==> config.mk <==
export PLATFORM = sky130hd
export DESIGN_NAME = iq_power_agc_unit
export DESIGN_NICKNAME = d
export VERILOG_FILES = /design/src/rtl/ipagc_pkg.sv /design/src/rtl/ipagc_mul.sv /design/src/rtl/ipagc_dsq.sv /design/src/rtl/iq_power_agc_unit.sv
export SDC_FILE = /design/constraint.sdc
export NUM_CORES = 2
export LEC_CHECK = 0
export BUFFER_PORTS_ARGS = -buffer_cell sky130_fd_sc_hd__buf_2
export CORE_MARGIN = 8
export CORE_UTILIZATION = 55
export CTS_CLUSTER_DIAMETER = 100
export DETAILED_ROUTE_END_ITERATION = 6
export GPL_ROUTABILITY_DRIVEN = 0
export PLACE_DENSITY = 0.75
export SLEW_MARGIN = 20
export SYNTH_ARGS = -nofsm -noshare
export SYNTH_HDL_FRONTEND = slang
export SYNTH_HIERARCHICAL = 1
export SYNTH_SLANG_ARGS = --single-unit
==> constraint.sdc <==
create_clock -name clk -period 11.7 [get_ports clk]
set_input_delay 1.17 -clock clk [delete_from_list [all_inputs] [get_ports clk]]
set_output_delay 1.17 -clock clk [all_outputs]
set_load 0.01 [all_outputs]
==> src/rtl/ipagc_pkg.sv <==
// Shared types, register indexes and rounding helper for the I/Q power AGC.
`timescale 1ns / 1ps
`default_nettype none
package ipagc_pkg;

  // Configuration register indexes
  localparam logic [2:0] REG_EMA_COEFF   = 3'd0;
  localparam logic [2:0] REG_TARGET_AMP  = 3'd1;
  localparam logic [2:0] REG_POWER_FLOOR = 3'd2;
  localparam logic [2:0] REG_MAX_GAIN    = 3'd3;
  localparam logic [2:0] REG_MIN_GAIN    = 3'd4;

  // Reset values of the registers and state
  localparam logic [15:0] EMA_COEFF_RST   = 16'd655;
  localparam logic [14:0] TARGET_AMP_RST  = 15'd8192;
  localparam logic [19:0] POWER_FLOOR_RST = 20'd1;
  localparam logic [23:0] MAX_GAIN_RST    = 24'd4194304;
  localparam logic [23:0] MIN_GAIN_RST    = 24'd41;
  localparam logic [23:0] UNITY_GAIN      = 24'd4096;

  // Coefficient of one in Q1.16
  localparam logic [16:0] COEFF_ONE = 17'd65536;

  // Sequencer states
  typedef enum logic [11:0] {
    ST_IDLE = 12'b0000_0000_0001,
    ST_II   = 12'b0000_0000_0010,
    ST_QQ   = 12'b0000_0000_0100,
    ST_AV   = 12'b0000_0000_1000,
    ST_CP   = 12'b0000_0001_0000,
    ST_TT   = 12'b0000_0010_0000,
    ST_ST   = 12'b0000_0100_0000,
    ST_RT   = 12'b0000_1000_0000,
    ST_GI   = 12'b0001_0000_0000,
    ST_GQ   = 12'b0010_0000_0000,
    ST_FQ   = 12'b0100_0000_0000,
    ST_OUT  = 12'b1000_0000_0000
  } agc_state_t;

  // Divide / root unit phases
  typedef enum logic [2:0] {
    PH_IDLE = 3'b001,
    PH_DIV  = 3'b010,
    PH_SQR  = 3'b100
  } dsq_phase_t;

  // Scale a Q12.12 x Q1.15 product back to Q1.15, round ties up, saturate.
  // Returns {clip, value}.
  function automatic logic [16:0] round_sat(input logic signed [50:0] p);
    logic signed [51:0] v;
    logic signed [39:0] q;
    v = {p[50], p} + 52'sd2048;
    q = v[51:12];
    if (q > 40'sd32767) begin
      return {1'b1, 16'h7fff};
    end else if (q < -40'sd32768) begin
      return {1'b1, 16'h8000};
    end else begin
      return {1'b0, q[15:0]};
    end
  endfunction

endpackage
`default_nettype wire

==> src/rtl/ipagc_mul.sv <==
// Shared signed multiplier with a registered product.
`timescale 1ns / 1ps
`default_nettype none
module ipagc_mul (
  input  wire logic               clk,
  input  wire logic signed [32:0] a,
  input  wire logic signed [17:0] b,
  output logic signed [50:0]      p
);

  // Register the product
  always_ff @(posedge clk) begin
    p <= a * b;
  end

endmodule
`default_nettype wire

==> src/rtl/ipagc_dsq.sv <==
// Iterative divider followed by square root, one shared subtractor, one bit a cycle.
`timescale 1ns / 1ps
`default_nettype none
module ipagc_dsq (
  input  wire logic        clk,
  input  wire logic        rst,
  input  wire logic        start,
  input  wire logic [53:0] num,
  input  wire logic [32:0] den,
  output logic             done,
  output logic [26:0]      root
);

  ipagc_pkg::dsq_phase_t phase;
  logic [5:0]  cnt;
  logic [34:0] rem;
  logic [53:0] work;
  logic [34:0] sub_a;
  logic [34:0] sub_b;
  logic [35:0] diff;
  logic        ge;

  // Pick operands of the shared subtractor
  always_comb begin
    if (phase == ipagc_pkg::PH_SQR) begin
      sub_a = {rem[32:0], work[53:52]};
      sub_b = {6'd0, root, 2'b01};
    end else begin
      sub_a = {rem[33:0], work[53]};
      sub_b = {2'd0, den};
    end
    diff = {1'b0, sub_a} - {1'b0, sub_b};
    ge   = ~diff[35];
  end

  // Step the quotient, then the root
  always_ff @(posedge clk) begin
    if (rst) begin
      phase <= ipagc_pkg::PH_IDLE;
      done  <= 1'b0;
      cnt   <= '0;
    end else begin
      done <= 1'b0;
      case (phase)
        ipagc_pkg::PH_IDLE: begin
          if (start) begin
            phase <= ipagc_pkg::PH_DIV;
            cnt   <= 6'd53;
          end
        end
        ipagc_pkg::PH_DIV: begin
          if (cnt == 6'd0) begin
            phase <= ipagc_pkg::PH_SQR;
            cnt   <= 6'd26;
          end else begin
            cnt <= cnt - 6'd1;
          end
        end
        ipagc_pkg::PH_SQR: begin
          if (cnt == 6'd0) begin
            phase <= ipagc_pkg::PH_IDLE;
            done  <= 1'b1;
          end else begin
            cnt <= cnt - 6'd1;
          end
        end
        default: phase <= ipagc_pkg::PH_IDLE;
      endcase
    end
  end

  // Datapath registers
  always_ff @(posedge clk) begin
    case (phase)
      ipagc_pkg::PH_IDLE: begin
        if (start) begin
          rem  <= '0;
          work <= num;
        end
      end
      ipagc_pkg::PH_DIV: begin
        work <= {work[52:0], ge};
        if (cnt == 6'd0) begin
          rem  <= '0;
          root <= '0;
        end else begin
          rem <= ge ? diff[34:0] : sub_a;
        end
      end
      ipagc_pkg::PH_SQR: begin
        rem  <= ge ? diff[34:0] : sub_a;
        root <= {root[25:0], ge};
        work <= {work[51:0], 2'b00};
      end
      default: begin
        rem <= '0;
      end
    endcase
  end

endmodule
`default_nettype wire

==> src/rtl/iq_power_agc_unit.sv <==
// Top level of the feedforward RMS automatic gain control for I/Q words.
//
// Each accepted I/Q word updates an exponential average of i*i+q*q and a new
// gain target/sqrt(average+floor), clamped to max_gain and then min_gain, is
// applied to both rails with rounding and 16-bit saturation. One word is in
// work at a time; in_stall is high from acceptance until the result word is
// taken. Each word takes seven passes through the shared multiplier, a
// bit-serial division and a bit-serial square root, plus sequencing. When
// average plus floor is zero the division and square root are skipped and
// max_gain is used. Write configuration only while idle.
`timescale 1ns / 1ps
`default_nettype none
module iq_power_agc_unit (
  input  wire logic               clk,
  input  wire logic               rst,
  input  wire logic               in_valid,
  output logic                    in_stall,
  input  wire logic signed [15:0] in_i,
  input  wire logic signed [15:0] in_q,
  input  wire logic               block_end,
  output logic                    out_valid,
  input  wire logic               out_stall,
  output logic signed [15:0]      out_i,
  output logic signed [15:0]      out_q,
  output logic [23:0]             gain_now,
  output logic [31:0]             power_level,
  output logic                    clipped,
  output logic                    block_last,
  input  wire logic               cfg_we,
  input  wire logic [2:0]         cfg_index,
  input  wire logic [23:0]        cfg_data
);

  ipagc_pkg::agc_state_t state;

  logic [15:0] ema_coeff;
  logic [14:0] target_amplitude;
  logic [19:0] power_floor;
  logic [23:0] max_gain;
  logic [23:0] min_gain;

  logic [31:0] avg_power;
  logic [23:0] last_gain;

  logic signed [15:0] xi;
  logic signed [15:0] xq;
  logic               be;
  logic [31:0]        pw;
  logic [47:0]        acc;
  logic [53:0]        num;
  logic [32:0]        den;
  logic               clip_i;

  logic signed [32:0] mul_a;
  logic signed [17:0] mul_b;
  logic signed [50:0] prod;
  logic [48:0]        sum;
  logic [16:0]        rs;
  logic               dsq_start;
  logic               dsq_done;
  logic [26:0]        raw;

  assign in_stall  = (state != ipagc_pkg::ST_IDLE);
  assign out_valid = (state == ipagc_pkg::ST_OUT);
  assign gain_now  = last_gain;
  assign power_level = avg_power;

  // Configuration writes
  always_ff @(posedge clk) begin
    if (rst) begin
      ema_coeff        <= ipagc_pkg::EMA_COEFF_RST;
      target_amplitude <= ipagc_pkg::TARGET_AMP_RST;
      power_floor      <= ipagc_pkg::POWER_FLOOR_RST;
      max_gain         <= ipagc_pkg::MAX_GAIN_RST;
      min_gain         <= ipagc_pkg::MIN_GAIN_RST;
    end else if (cfg_we) begin
      case (cfg_index)
        ipagc_pkg::REG_EMA_COEFF:   ema_coeff        <= cfg_data[15:0];
        ipagc_pkg::REG_TARGET_AMP:  target_amplitude <= cfg_data[14:0];
        ipagc_pkg::REG_POWER_FLOOR: power_floor      <= cfg_data[19:0];
        ipagc_pkg::REG_MAX_GAIN:    max_gain         <= cfg_data;
        ipagc_pkg::REG_MIN_GAIN:    min_gain         <= cfg_data;
        default: ;
      endcase
    end
  end

  // Select multiplier operands per step
  always_comb begin
    case (state)
      ipagc_pkg::ST_II: begin
        mul_a = 33'(xi);
        mul_b = 18'(xi);
      end
      ipagc_pkg::ST_QQ: begin
        mul_a = 33'(xq);
        mul_b = 18'(xq);
      end
      ipagc_pkg::ST_AV: begin
        mul_a = {1'b0, avg_power};
        mul_b = {1'b0, ipagc_pkg::COEFF_ONE - {1'b0, ema_coeff}};
      end
      ipagc_pkg::ST_CP: begin
        mul_a = {1'b0, pw};
        mul_b = {2'b00, ema_coeff};
      end
      ipagc_pkg::ST_TT: begin
        mul_a = {18'd0, target_amplitude};
        mul_b = {3'd0, target_amplitude};
      end
      ipagc_pkg::ST_GI: begin
        mul_a = {9'd0, last_gain};
        mul_b = 18'(xi);
      end
      ipagc_pkg::ST_GQ: begin
        mul_a = {9'd0, last_gain};
        mul_b = 18'(xq);
      end
      default: begin
        mul_a = '0;
        mul_b = '0;
      end
    endcase
  end

  ipagc_mul u_mul (
    .clk (clk),
    .a   (mul_a),
    .b   (mul_b),
    .p   (prod)
  );

  assign sum       = {1'b0, acc} + {1'b0, prod[47:0]} + 49'd32768;
  assign den       = {1'b0, avg_power} + {13'd0, power_floor};
  assign num       = {prod[29:0], 24'd0};
  assign dsq_start = (state == ipagc_pkg::ST_ST) && (den != 33'd0);
  assign rs        = ipagc_pkg::round_sat(prod);

  ipagc_dsq u_dsq (
    .clk   (clk),
    .rst   (rst),
    .start (dsq_start),
    .num   (num),
    .den   (den),
    .done  (dsq_done),
    .root  (raw)
  );

  // Sequencer and state registers
  always_ff @(posedge clk) begin
    if (rst) begin
      state     <= ipagc_pkg::ST_IDLE;
      avg_power <= '0;
      last_gain <= ipagc_pkg::UNITY_GAIN;
    end else begin
      case (state)
        ipagc_pkg::ST_IDLE: begin
          if (in_valid) begin
            state <= ipagc_pkg::ST_II;
          end
        end
        ipagc_pkg::ST_II: state <= ipagc_pkg::ST_QQ;
        ipagc_pkg::ST_QQ: state <= ipagc_pkg::ST_AV;
        ipagc_pkg::ST_AV: state <= ipagc_pkg::ST_CP;
        ipagc_pkg::ST_CP: state <= ipagc_pkg::ST_TT;
        ipagc_pkg::ST_TT: begin
          avg_power <= sum[47:16];
          state     <= ipagc_pkg::ST_ST;
        end
        ipagc_pkg::ST_ST: begin
          if (den == 33'd0) begin
            last_gain <= max_gain;
            state     <= ipagc_pkg::ST_GI;
          end else begin
            state <= ipagc_pkg::ST_RT;
          end
        end
        ipagc_pkg::ST_RT: begin
          if (dsq_done) begin
            if (raw > {3'd0, max_gain}) begin
              last_gain <= max_gain;
            end else if (raw < {3'd0, min_gain}) begin
              last_gain <= min_gain;
            end else begin
              last_gain <= raw[23:0];
            end
            state <= ipagc_pkg::ST_GI;
          end
        end
        ipagc_pkg::ST_GI: state <= ipagc_pkg::ST_GQ;
        ipagc_pkg::ST_GQ: state <= ipagc_pkg::ST_FQ;
        ipagc_pkg::ST_FQ: state <= ipagc_pkg::ST_OUT;
        ipagc_pkg::ST_OUT: begin
          if (!out_stall) begin
            state <= ipagc_pkg::ST_IDLE;
          end
        end
        default: state <= ipagc_pkg::ST_IDLE;
      endcase
    end
  end

  // Payload registers
  always_ff @(posedge clk) begin
    case (state)
      ipagc_pkg::ST_IDLE: begin
        xi <= in_i;
        xq <= in_q;
        be <= block_end;
      end
      ipagc_pkg::ST_QQ: pw  <= prod[31:0];
      ipagc_pkg::ST_AV: pw  <= pw + prod[31:0];
      ipagc_pkg::ST_CP: acc <= prod[47:0];
      ipagc_pkg::ST_GQ: begin
        out_i  <= rs[15:0];
        clip_i <= rs[16];
      end
      ipagc_pkg::ST_FQ: begin
        out_q      <= rs[15:0];
        clipped    <= clip_i | rs[16];
        block_last <= be;
      end
      default: ;
    endcase
  end

`ifndef ASSERT_OFF
  // Root result arrives only while the sequencer waits for it
  a_done_in_rt: assert property (@(posedge clk) disable iff (rst)
    dsq_done |-> (state == ipagc_pkg::ST_RT))
    else $error("root result outside wait state");

  // A stalled result word holds its values
  a_out_hold: assert property (@(posedge clk) disable iff (rst)
    (out_valid && out_stall) |=> (out_valid && $stable(out_i) && $stable(out_q)
      && $stable(gain_now) && $stable(power_level)))
    else $error("result word changed while stalled");

  // Input stays stalled while a result word waits
  a_busy_stall: assert property (@(posedge clk) disable iff (rst)
    out_valid |-> in_stall)
    else $error("input open while result word pending");
`endif

endmodule
`default_nettype wire
-- Yosys cells after proc, flatten, opt, wreduce, memory -nomap -nowiden
Index checks and enable logic that the tools add are counted.
- word-level logic and storage cells: 127
- flip-flop bits (word level): 491
- bits of input ports: 65
- output and inout bits: 92
- $add $sub $neg: 8
- multiply operators: 1
- bitwise logic cells: 3
- muxes and demuxes: 34
- equality and inequality tests: 28
- $lt $le $gt $ge: 4
- reductions and logical operators: 24
- operator list (cell ; number):
    33-bit one-hot mux with 6 select lines ; 1
    54-bit one-hot mux with 3 select lines ; 1
    12-bit one-hot mux with 12 select lines ; 1
    34-bit 2-to-1 mux ; 3
    34-bit one-hot mux with 3 select lines ; 1
    24-bit 2-to-1 mux ; 4
    18-bit one-hot mux with 5 select lines ; 1
    32-bit one-hot mux with 2 select lines ; 1
    54-bit 2-to-1 mux ; 1
    27-bit one-hot mux with 2 select lines ; 1
    51-bit by 13-bit adder with 52-bit output (second input constant) ; 1
    33-bit by 18-bit multiplier with 51-bit output ; 1
    48-bit by 16-bit adder with 48-bit output (second input constant) ; 1
    48-bit adder ; 1
    24-bit one-hot mux with 2 select lines ; 1
    40-bit by 16-bit > comparator with 1-bit output (second input constant) ; 1
    40-bit by 16-bit less-than comparator with 1-bit output (second input constant) ; 1
    12-bit 2-to-1 mux ; 3
    35-bit by 33-bit subtractor with 36-bit output ; 1
    35-bit 2-to-1 mux ; 1
    17-bit 2-to-1 mux ; 2
    32-bit by 20-bit adder with 33-bit output ; 1
    33-bit logical NOT ; 1
    33-bit 2-to-1 mux ; 1
    other kinds (41) ; 70

-- Depth between registers and ports, before layout
- word-level depth: 6
- depth in mapped cells: 34
- mapped depth without buffers: 32

-- Hierarchy
Netlist, hierarchy kept.
- modules (own cells, without submodules) (module ; area an instance (sq um) ; cells an instance ; seq. area each (sq um) ; instances):
    ipagc_mul ; 21568.2 ; 2388 ; 1021.0 ; 1
    iq_power_agc_unit ; 20669.8 ; 2406 ; 7787.5 ; 1
    ipagc_dsq ; 8136.6 ; 918 ; 3653.5 ; 1

-- Worst setup path before layout
Ideal clock, no wire load.
- kind: reg2reg
- from: reg state[1]
- to: reg u_mul.p[49]
- data arrival time: 8973 ps
- slack: 2592 ps
- stages on the path, launching flop included: 30
- required time: 11565 ps
- path buffers: 2
- setup time: 135 ps
- clock period less this slack: 9108 ps
- cells stage by stage: dfxtp_1 > nor4_1 > nand2_1 > nor3_1 > nand4b_1 > inv_1 > clkbuf_1 > a22oi_1 > nand3_1 > clkbuf_1 > nand2_1 > fa_1 > inv_1 > fa_1 > fa_1 > fa_1 > fa_1 > inv_1 > fa_1 > inv_1 > ha_1 > a21o_1 > a21oi_2 > nor2b_2 > nor4_2 > o41ai_2 > a221o_2 > a31oi_4 > o21a_1 > o311ai_2
- longest elaborated chain between the ends: 4
- elaborated cells between the ends (all ways): 13
- classes of those cells: mul: 1; eq/ne: 7; mux: 2; reduce/logical: 3
- ends and longest elaborated chain (element ; RTL line ; text):
    start, declared ; iq_power_agc_unit.sv:34 ; ipagc_pkg::agc_state_t state;
    start signal, assigned ; iq_power_agc_unit.sv:152 ; state <= ipagc_pkg::ST_IDLE;
    start signal, assigned ; iq_power_agc_unit.sv:159 ; state <= ipagc_pkg::ST_II;
    start signal, assigned ; iq_power_agc_unit.sv:162 ; ipagc_pkg::ST_II: state <= ipagc_pkg::ST_QQ;
    12-bit by 10-bit equality test with 1-bit output / 12-bit by 9-bit equality test with 1-bit output (equally long branches) ; iq_power_agc_unit.sv:90 ; case (state)
    2-bit OR reduction (no source line) ; - ;
    33-bit one-hot mux with 6 select lines * ; iq_power_agc_unit.sv:90 ;
    via mul_a[12] ; iq_power_agc_unit.sv:54 ; logic signed [32:0] mul_a;
    33-bit by 18-bit multiplier with 51-bit output * ; ipagc_mul.sv:13 ; p <= a * b;
    end signal, assigned ; ipagc_mul.sv:13 ;
    end, declared ; ipagc_mul.sv:8 ; output logic signed [50:0] p
The timed path passes the listed nets; every way through them passes the cells marked *.
A chain may end at the register's enable or synchronous reset.

-- Worst setup path in the final report
- from: reg state[8]
- to: reg u_mul.p[38]
Same word-level chain as after synthesis.

==> results.cfg <==
[final_layout]
nFillCells = 7827
stdcell_area_mm2 = 0.0543
post-route-util_pct = 59.5
instances_no_fill = 6970
insertedDiodeCount = 0
area_growth_pct = 7.71
layout_commonest_cell = nand2_1
drive_above_1_share_pct = 7.00
final_cell_mix = nand2_1 (1058), inv_1 (761), fa_1 (572)
nets = 6722

[clock_tree]
numCtsBuffers = 55
h-tree-depth = 2
cts.clk_slew.worst_paths_ns = 0.06
cts-resized-gates = 0
insertion_delay_ns = 0.68
clock-root-buffer = clkbuf_16
cts_setup_buffers = 0
clock-sinks = 491
cts_tree = done
clk_path_buf_depth = 3
cts-hold-fix-buffers = 0

[sta]
maxSlewHeadroom_pct = 22.3
grt_setup_unrepaired = false
slew_violations = 0
period_needed_ns = 9.98
fin_tns_setup_ns = 0
hold_viol_final = 0
setup_viol = 0
worst_pin_slew_ns = 1.16
finClkSkew_ns = 0.0677
period_share_pct = 85.3
fmaxAchievable_mhz = 100

[synthesis]
synth_ff_type = edfxtp_1
ys_ff_latch = 491
synth_area_mm2 = 0.0504
synth_edf_count = 263
syn_area_per_cell_um2 = 8.82
ys_types = 108
yosysSeqAreaShare_pct = 24.7
ys_warn_count = 6
syn_inst = 5712
async_flop_share_pct = 0

[drt]
wirelength_met1_mm = 59.7
vias_per_cell = 6.09
vias = 42500
route.met2.wl_mm = 67.8
topRoutingLayerUsed = met4
drc_errors = 17
wl_met3_mm = 17.6
first_pass_iters = 7
wl_mm = 154
ant_nets = 0
wl_per_cell_um = 22.0
drt_iter0_drc = 5165

[status]
status = complete, but fails checks
failed_checks = DRC

[die]
row_count = 111
initial_utilization_pct = 55.2
die_y_um = 319
ios = 157
die_w_um = 319
die_area_mm2 = 0.102
core-area_mm2 = 0.0912

[global_route]
grt_pass1_wl_mm = 239
grt_pass1_vias = 42400
track_usage_pct = 29.6
grt_max_degree = 108
grt-ovfl-total = 0
antenna_found_initial = 5

[place]
dp_hpwl_mm = 115
placed_area_mm2 = 0.0522
dp_cells = 6867
port_buffers = 156

[worst_setup_path]
cp-start-kind = register
crit_arrival_ns = 10.51
crit_family = adder cells
path_buf_inv = 6
slowest_delay_ns = 0.89
critPathKind = reg -> reg
cp-end-kind = register
slowest_stage = inv_2
reg2reg_slack_ns = 1.72
required_ns = 12.23
crit_fanout = 49
crit_path_frequent_cell = fa_1

[power_and_ir_drop]
peakVddDrop_v = 0.000118
powerDensity_mw_per_mm2 = 105
cellLeakagePower_uw = 0.0242

[min_path]
hp-class = reg -> reg

[run]
maxCapViolations = 0
[kinds of logic (layout without fill, tap and decap cells)]
| kind of cell | after synthesis | count (layout) | synth area share [%] |
|---|---|---|---|
| AND/OR/NAND/NOR | 1952 | 1952 | 18.0 |
| AO/OA/AOI/OAI | 1102 | 1102 | 14.4 |
| buffers and inverters | 1043 | 1092 | 7.89 |
| adder cells (fa/ha/maj) | 919 | 919 | 31.4 |
| flip-flops | 491 | 491 | 24.7 |
| XOR/XNOR | 182 | 182 | 3.16 |
| multiplexers | 22 | 22 | 0.447 |
| other | 1 | 24 | 0.00744 |
[stage by stage]
| stage | power [uW] | hold slack (ns) | setup WS, ns |
|---|---|---|---|
| CTS | 5660 | 0.424 | 1.89 |
| finish | 5710 | 0.424 | 1.72 |
| detailed placement | 3770 | 0.410 | 1.94 |
| global route | 5930 | 0.438 | 1.12 |
| global placement | 3730 | 0.406 | 2.18 |
| floorplan | 3200 | 0.400 | 2.59 |
[cell type report]
cell class	instances	area (um^2)	area share [%]
inverters	763	2860	5.28
clock inverters	29	378	0.696
clock buffers	74	1610	2.97
repair buffers	226	1310	2.42
flip-flops and latches	491	12500	23.0
multi-input cells	4201	34100	62.9
well taps	1186	1480	2.73
[where the power goes]
part	switching (uW)	internal, uW
Clock	766	1130
Combinational	1080	506
Sequential	179	2050
[Yosys cell counts (19+ instances only)]
master	count	area [um^2]
or3_1	27	169
a211oi_1	31	233
o211ai_1	31	233
clkbuf_1	254	953
a21o_1	98	736
o21ai_0	181	906
o21a_1	39	293
a211o_1	24	210
nand3b_1	19	143
edfxtp_1	263	7900
nor3_1	75	375
inv_1	762	2860
nand2b_1	26	163
xor2_1	70	613
fa_1	572	11500
dfxtp_1	228	4560
xnor2_1	112	981
nor2b_1	23	144
nand2_1	1058	3970
ha_1	347	4340
and2_1	271	1700
and3_1	34	213
nand3_1	87	435
a222oi_1	38	380
nand4_1	54	338
nor2_1	186	698
a22oi_1	77	578
a21oi_1	379	1900
[worst reg2reg max path, delay by kind of cell (launching register included)]
family	cells	cell delay (ns)
AOI/OAI and AO/OA	5	1.48
xor gates and xnor gates	1	0.16
adders and majority gates	7	3.42
buffers and inverters	6	1.95
DFF	1	0.35
and+or+nand+nor	9	2.47
[flip-flops by register name (all words and copies together) (netlist names), 20 cells and up]
name         count
u_dsq/work      54
u_mul/p         51
acc             48
u_dsq/rem       34
power_level     32
pw              32
u_dsq/root      27
gain_now        24
max_gain        24
min_gain        24
power_floor     20
[path summary, 6_finish.rpt]
| path | cells past startpoint | end | start |
|---|---|---|---|
| setup reg to reg | 28 | u_mul/p[38] | state[8] |
| setup / recovery | 28 | u_mul/p[38] | state[8] |
| hold / removal | 0 | block_last | be |
| hold reg to reg | 0 | block_last | be |
[routing by layer]
| metal | global-route usage, % | up-vias |
|---|---|---|
| met2 | 46.1 | 2304 |
| met5 | 0 | - |
| met1 | 38.7 | 20700 |
| li1 | - | 19000 |
| met3 | 7.02 | 468 |
| met4 | 14.3 | 0 |
(Power assumes the default switching activity.)
